===== src/rtl/tme_pkg.sv =====
// Shared types and constants of the tape machine execute unit.
`default_nettype none

package tme_pkg;

  localparam int OP_W    = 3;
  localparam int COUNT_W = 4;
  localparam int ADDR_W  = 16;
  localparam int BYTE_W  = 8;
  localparam int POS_W   = 15;

  // Instruction codes as they arrive on the command channel.
  localparam logic [OP_W-1:0] OP_LEFT   = 3'd0;
  localparam logic [OP_W-1:0] OP_RIGHT  = 3'd1;
  localparam logic [OP_W-1:0] OP_ADD    = 3'd2;
  localparam logic [OP_W-1:0] OP_SUB    = 3'd3;
  localparam logic [OP_W-1:0] OP_OPEN   = 3'd4;
  localparam logic [OP_W-1:0] OP_CLOSE  = 3'd5;
  localparam logic [OP_W-1:0] OP_OUTPUT = 3'd6;
  localparam logic [OP_W-1:0] OP_INPUT  = 3'd7;

  // What happens to the current cell.
  localparam logic [1:0] CELL_KEEP = 2'd0;
  localparam logic [1:0] CELL_ADD  = 2'd1;
  localparam logic [1:0] CELL_SUB  = 2'd2;
  localparam logic [1:0] CELL_LOAD = 2'd3;

  // Branch condition.
  localparam logic [1:0] BR_NONE    = 2'd0;
  localparam logic [1:0] BR_ZERO    = 2'd1;
  localparam logic [1:0] BR_NONZERO = 2'd2;

  // Classified instruction handed from the front to the back.
  typedef struct packed {
    logic                move;         // head moves by a nonzero step
    logic                left;
    logic [COUNT_W-1:0]  step;
    logic [1:0]          cell_op;
    logic [1:0]          branch;
    logic                emit;
    logic [BYTE_W-1:0]   data;
    logic [ADDR_W-1:0]   seq_address;  // instruction address plus one
    logic [ADDR_W-1:0]   jump_address; // bracket address plus one
  } uop_t;

endpackage

`default_nettype wire


===== src/rtl/tme_if.sv =====
// Command and result channel interfaces of the tape machine execute unit.
`default_nettype none

interface tme_cmd_if;
  logic                         valid;
  logic                         ready;
  logic [tme_pkg::OP_W-1:0]     operation;
  logic [tme_pkg::COUNT_W-1:0]  repeat_count;
  logic [tme_pkg::ADDR_W-1:0]   instr_address;
  logic [tme_pkg::ADDR_W-1:0]   match_address;
  logic [tme_pkg::BYTE_W-1:0]   in_byte;
  logic                         in_end;

  modport source (output valid, operation, repeat_count, instr_address, match_address,
                  in_byte, in_end, input ready);
  modport sink (input valid, operation, repeat_count, instr_address, match_address,
                in_byte, in_end, output ready);
endinterface


`default_nettype wire


===== src/rtl/tme_front.sv =====
// Front end: accepts command words, classifies them and queues them for the back end.
`default_nettype none

module tme_front (
  input  wire logic     clk,
  input  wire logic     rst,
  tme_cmd_if.sink       cmd,
  input  wire logic     clearing,
  output tme_pkg::uop_t q_uop,
  output logic          q_valid,
  input  wire logic     q_pop
);
  import tme_pkg::*;

  uop_t       uop;
  uop_t       slots [2];
  logic       wr_ptr;
  logic       rd_ptr;
  logic [1:0] count;
  logic [1:0] count_next;
  logic       push;

  // Turn the raw instruction into the operations the back end performs.
  always_comb begin
    uop              = '0;
    uop.step         = cmd.repeat_count;
    uop.data         = cmd.in_byte;
    uop.seq_address  = cmd.instr_address + ADDR_W'(1);
    uop.jump_address = cmd.match_address + ADDR_W'(1);
    case (cmd.operation)
      OP_LEFT: begin
        uop.move = (cmd.repeat_count != '0);
        uop.left = 1'b1;
      end
      OP_RIGHT:  uop.move    = (cmd.repeat_count != '0);
      OP_ADD:    uop.cell_op = CELL_ADD;
      OP_SUB:    uop.cell_op = CELL_SUB;
      OP_OPEN:   uop.branch  = BR_ZERO;
      OP_CLOSE:  uop.branch  = BR_NONZERO;
      OP_OUTPUT: uop.emit    = 1'b1;
      OP_INPUT:  uop.cell_op = cmd.in_end ? CELL_KEEP : CELL_LOAD;
      default:   uop.cell_op = CELL_KEEP;
    endcase
  end

  // Two-entry queue; ready depends on the fill level and is held low while the tape is cleared.
  assign cmd.ready = !clearing && (count != 2'd2);
  assign push      = cmd.valid && cmd.ready;
  assign q_valid   = (count != 2'd0);
  assign q_uop     = slots[rd_ptr];

  always_comb begin
    count_next = count;
    if (push && !q_pop) begin
      count_next = count + 2'd1;
    end else if (q_pop && !push) begin
      count_next = count - 2'd1;
    end
  end

  always_ff @(posedge clk) begin
    if (rst) begin
      wr_ptr <= 1'b0;
      rd_ptr <= 1'b0;
      count  <= 2'd0;
    end else begin
      count <= count_next;
      if (push) begin
        wr_ptr <= !wr_ptr;
      end
      if (q_pop) begin
        rd_ptr <= !rd_ptr;
      end
    end
  end

  always_ff @(posedge clk) begin
    if (push) begin
      slots[wr_ptr] <= uop;
    end
  end

endmodule

`default_nettype wire


===== src/flat_wrapper.sv =====
// flat-port wrapper written by rule: the top's interface ports become plain ports
module tme_front_flat import tme_pkg::*;
  (clk, rst, clearing, q_uop, q_valid, q_pop, cmd_valid, cmd_operation, cmd_repeat_count, cmd_instr_address, cmd_match_address, cmd_in_byte, cmd_in_end, cmd_ready);
  tme_cmd_if cmd_i ();
  input  wire logic clk;
  input  wire logic rst;
  input  wire logic clearing;
  output tme_pkg::uop_t q_uop;
  output logic q_valid;
  input  wire logic q_pop;
  input wire logic [$bits(cmd_i.valid)-1:0] cmd_valid;
  input wire logic [$bits(cmd_i.operation)-1:0] cmd_operation;
  input wire logic [$bits(cmd_i.repeat_count)-1:0] cmd_repeat_count;
  input wire logic [$bits(cmd_i.instr_address)-1:0] cmd_instr_address;
  input wire logic [$bits(cmd_i.match_address)-1:0] cmd_match_address;
  input wire logic [$bits(cmd_i.in_byte)-1:0] cmd_in_byte;
  input wire logic [$bits(cmd_i.in_end)-1:0] cmd_in_end;
  output wire logic [$bits(cmd_i.ready)-1:0] cmd_ready;
  assign cmd_i.valid = cmd_valid;
  assign cmd_i.operation = cmd_operation;
  assign cmd_i.repeat_count = cmd_repeat_count;
  assign cmd_i.instr_address = cmd_instr_address;
  assign cmd_i.match_address = cmd_match_address;
  assign cmd_i.in_byte = cmd_in_byte;
  assign cmd_i.in_end = cmd_in_end;
  assign cmd_ready = cmd_i.ready;
  tme_front u_core (.clk(clk), .rst(rst), .cmd(cmd_i), .clearing(clearing), .q_uop(q_uop), .q_valid(q_valid), .q_pop(q_pop));
endmodule

===== config.mk =====
export PLATFORM = sky130hd
export DESIGN_NAME = tme_front_flat
export DESIGN_NICKNAME = d
export VERILOG_FILES = /design/src/rtl/tme_pkg.sv /design/src/rtl/tme_if.sv /design/src/rtl/tme_front.sv /design/src/flat_wrapper.sv
export SDC_FILE = /design/constraint.sdc
export NUM_CORES = 1
export LEC_CHECK = 0
export ABC_CLOCK_PERIOD_IN_PS = 3600
export BUFFER_PORTS_ARGS = -buffer_cell sky130_fd_sc_hd__buf_2
export CORE_UTILIZATION = 30
export DETAILED_ROUTE_END_ITERATION = 8
export HOLD_SLACK_MARGIN = 0.05
export PLACE_DENSITY_LB_ADDON = 0.3
export SLEW_MARGIN = 20
export SYNTH_ARGS = -nofsm -noshare
export SYNTH_HDL_FRONTEND = slang
export SYNTH_SLANG_ARGS = --single-unit

===== constraint.sdc =====
create_clock -name clk -period 3.6 [get_ports clk]
set_clock_uncertainty 0.05 [all_clocks]
set_input_delay 0.36 -clock clk [delete_from_list [all_inputs] [get_ports clk]]
set_output_delay 0.36 -clock clk [all_outputs]
set_load 0.05 [all_outputs]

---- Word level (Yosys, flattened, before mapping) ----
Memory sizes are Yosys's and may differ from the RTL's. A register that Yosys moved wholly into a read port is not among the register bits.
Index checks and enable logic that the tools add are counted.
word-level totals
  flip-flop bits (word level) ............. 4
  RAM bits ................................ 102
  word-level logic and storage cells ...... 42
  memories kept ........................... 1
operators by class
  $add $sub $neg .......................... 4
  eq/ne operators ......................... 8
  muxes and demuxes ....................... 12
  reductions and logical operators ........ 14
memories
  name          depth  bits a word  read ports  clocked after memory_dff  wr ports  line             source
  u_core.slots  2      51           1           1                         1         tme_front.sv:16  uop_t slots [2];
operators by type and width
  operator                                              number
  adder 16 x 1 -> 16 bit (second input constant)        2
  equality test 3 bit (second input constant)           4
  2-to-1 mux 1 bit                                      7
  equality test 3 x 2 -> 1 bit (second input constant)  2
  2-to-1 mux 2 bit                                      3
  case mux 2 bit (3 select lines)                       1
  zero test 1 bit                                       5
  logical AND 1 bit                                     4
  case mux 2 bit (2 select lines)                       1
  nonzero test 2 bit                                    2
  nonzero test 4 bit                                    1
  equality test 3 x 1 -> 1 bit (second input constant)  1
  zero test 3 bit                                       1
  adder 2 x 1 -> 2 bit (second input constant)          1
  inequality test 2 bit (second input constant)         1
  OR reduction 2 bit                                    1
  subtractor 2 x 1 -> 2 bit (second input constant)     1

---- Depth between registers and ports, before layout ----
  depth after elaboration ................. 7
  gate-level depth with buffers ........... 6
  depth with buffers taken out ............ 6

---- Worst setup path before layout ----
OpenSTA, ideal clock, no wires.
  path type ............................... flip-flop to flip-flop
  from .................................... register u_core.count[0]
  to ...................................... memory u_core.slots[0][0] (netlist name) (enable)
  arrival time ............................ 3067 ps
  slack ................................... 17 ps
  stages on the path, launching flop included .. 4
  buffers on the path ..................... 0
  clock period less this slack ............ 3583 ps
  cell sequence ........................... dfxtp_1 inv_1 a211oi_4 nor2b_1
on the way
  cells in the longest elaborated chain, start to end .. 5
RTL lines
  what                                    line             source
  start: declaration                      tme_front.sv:19  logic [1:0] count;
  start signal: assignment                tme_front.sv:67  count <= count_next;
  inequality test 2 bit                   tme_front.sv:47  assign cmd.ready = !clearing && (count != 2'd2);
  logical AND 1 bit                       tme_front.sv:47
  logical AND 1 bit                       tme_front.sv:48  assign push = cmd.valid && cmd.ready;
  2-to-1 mux 1 bit                        tme_front.sv:78  if (push) begin
  2-to-1 mux 1 bit (not written as such)  tme_front.sv:79  slots[wr_ptr] <= uop;
  end: declaration                        tme_front.sv:16
Every way passes these cells.

==> summary.txt <==
Synthesis
  • Ys async rst share: 0
  • Ys flop type: edfxtp_1
  • EDFF count, synth: 102
  • Post-synthesis sequential area ratio: 0.706
  • #FFs+latches synth: 107
  • Syn avg cell area: 16.5 um^2
  • Mapped cell area: 4480 um^2
  • Yosys warns: 0
  • Synth Instances: around 270
  • Post-Syn Nets: 328
  • Unique masters post-synth: 30

Floorplan
  • Die height: 124 um
  • Die W: 124 um
  • Die area: between 15000 and 20000 um^2
  • Initial Utilization: 0.308
  • CORE AREA: 14500 um^2
  • Std-Cell Rows: 44
  • I/O pin total: between 100 and 150

Drt
  • DRT Wirelength: 8340 um
  • WL/cell: approximately 15 um
  • Vias per inst: 4.47
  • Vias post-DR: 2564
  • Post-route ant nets: 0
  • DRT iter0 DRCs: 136
  • # DRC: 0
  • Drt pass-1 iters: 4

CTS
  • Clock Latency Late Sink: 0.34 ns
  • Hold buffer count at CTS: 0
  • CTS Buffer Depth: 2
  • Post-cts resize count: 0
  • Clock Sinks: between 100 and 150
  • Num CTS Buffers: 9
  • Post-CTS Setup Repair Bufs: 0
  • H-tree levels: 3
  • Clk slew on worst S/H paths: 0.07 ns
  • CTS tree: done
  • Root buf cell: clkbuf_16

Placement
  • HPWL after DPL: 5770 um
  • IO buf count: ~110
  • Placement Cell Area: 5260 um^2
  • RD Place Congestion: 0.691
  • Placed insts: 558

Timing
  • Setup violators final: 0
  • Tmin final: between 2 and 2.5 ns
  • Worst rel slew slack: 0.516
  • F_max: 0.418 GHz
  • Worst-margin pin slew: roughly 0.73 ns
  • Hold Violations, Final: 0
  • Final worst path period share: 0.665
  • Fin. max-slew vios: 0
  • RSZ-0062 raised after global routing: no
  • TNS Setup: 0 ns

Global routing
  • GRT Util Overall: 0.112
  • Initial antenna violation count: 0
  • Number of global-route vias before repair: 2522
  • Global-route wire length before repair: 12400 um
  • Pin count of the biggest net entering global routing: 52
  • Overflow after GRT: 0

Layout
  • Design Area, Final: 5550 um^2
  • Most common cell after layout, fill and taps aside: buf_2
  • N_diodes: 0
  • Post-route non-filler standard cell count: 573
  • Core Util, Final: 0.382
  • P&R area growth vs syn: 23.9%
  • Total Nets Final: between 400 and 500
  • Layout cells sized above 1: 0.465
  • Most frequent cells in the layout: buf_2, edfxtp_1, mux2_2, xnor2_1

Power
  • Total power: 2940 uW
  • Maximum vdd drop: roughly 220 uV
  • PwrDens: 530 nW/um^2
  • Leak Pwr: a little over 0.002 uW

Critical path
  • WP data required: 3.19 ns
  • Crit Path Class: reg2out
  • Levels on crit path: 3
  • CP bufs+invs: 2
  • Critical Path End Type: output port
  • Critical path fanouts, max: 27
  • CP arrival: 1.98 ns
  • Crit-path leading delay family: flip-flops
  • CP startpoint kind: register
  • Crit-path slowest cell: dfxtp_2
  • Crit-path cells: buf_12 > mux2_2 > buf_2
  • Crit-path max cell delay: 0.76 ns
  • R2R cell count: 4

Hold path
  • Worst Hold Depth: 1
  • HP Class: in2reg

Run status
  • Status: finished clean

Flow run
  • Max cap viols: 0
## synthesized netlist by cell type, types with 3 or more instances
| cell | number | area share |
|---|---|---|
| nand3_1 | 9 | 0.010 |
| a21oi_1 | 3 | 0.0034 |
| mux2_2 | 51 | 0.13 |
| dfxtp_1 | 5 | 0.022 |
| xor2_1 | 14 | 0.027 |
| nor2_1 | 14 | 0.012 |
| edfxtp_1 | 102 | 0.68 |
| nand4_1 | 4 | 0.0056 |
| nor3_1 | 4 | 0.0045 |
| and3_1 | 5 | 0.0070 |
| inv_1 | 6 | 0.0050 |
| buf_2 | 5 | 0.0056 |
| xnor2_1 | 18 | 0.035 |
| nand2_1 | 14 | 0.012 |
| ha_1 | 3 | 0.0084 |
## registers in the layout (all words and copies together), names as in the netlist, named ones only
| name | cells |
|---|---|
| u_core.wr_ptr | 1 |
| u_core.rd_ptr | 1 |
| u_core.slots | 102 |
| u_core.count | 2 |
## path summary, 6_finish.rpt
path	start	end	slack [ns]
worst min register to register	u_core.rd_ptr	u_core.rd_ptr	0.47
worst min-delay path	cmd_in_byte[6]	u_core.slots[0][38]	0.16
worst max register to register	u_core.count[0]	u_core.slots[0][8]	1.46
worst max-delay path	register	q_uop[13]	1.21
## per-layer routing
metal / vias up / global-route usage / share of wire
met5: - / 0 / 0
met4: 0 / 0.0625 / 0.022
met3: 10 / 0.0256 / 0.048
met2: 60 / 0.189 / 0.50
li1: 1240 / - / -
met1: 1254 / 0.132 / 0.43
## power breakdown
group          internal [uW]  leakage (uW)  total [uW]  switching, uW
registers               1440      0.000978        1470           30.3
clock network            533      0.000136         942            409
logic                    162      0.000938         532            370
## cell families (layout without fill, tap and decap cells)
family          after synthesis  in the layout  share of synthesized area
compound gates                6              6                     0.0106
mux                          51             51                      0.128
simple gates                 61             61                     0.0724
xor+xnor                     32             32                     0.0626
fa+ha+maj                     3              3                    0.00838
flops                       107            107                      0.706
buf+inv                      12            129                     0.0115
## per-stage QoR
| stage | hold WS, ns | setup slack, ns |
|---|---|---|
| after floorplan | 0.379 | 0.0175 |
| after global placement | 0.448 | 1.42 |
| after detailed placement | 0.462 | 1.43 |
| after CTS | 0.141 | 1.11 |
| after global routing | 0.145 | 1.09 |
| final | 0.160 | 1.21 |
## final cells by class
type,count,area [um^2]
tap,184,230
clock buffer,10,229
fill,1429,8990
clock inverter,5,55.1
sequential,107,3160
multi-input combinational,153,1270
inverter,6,22.5
timing repair buffer,108,573
(Power assumes the default switching activity.)
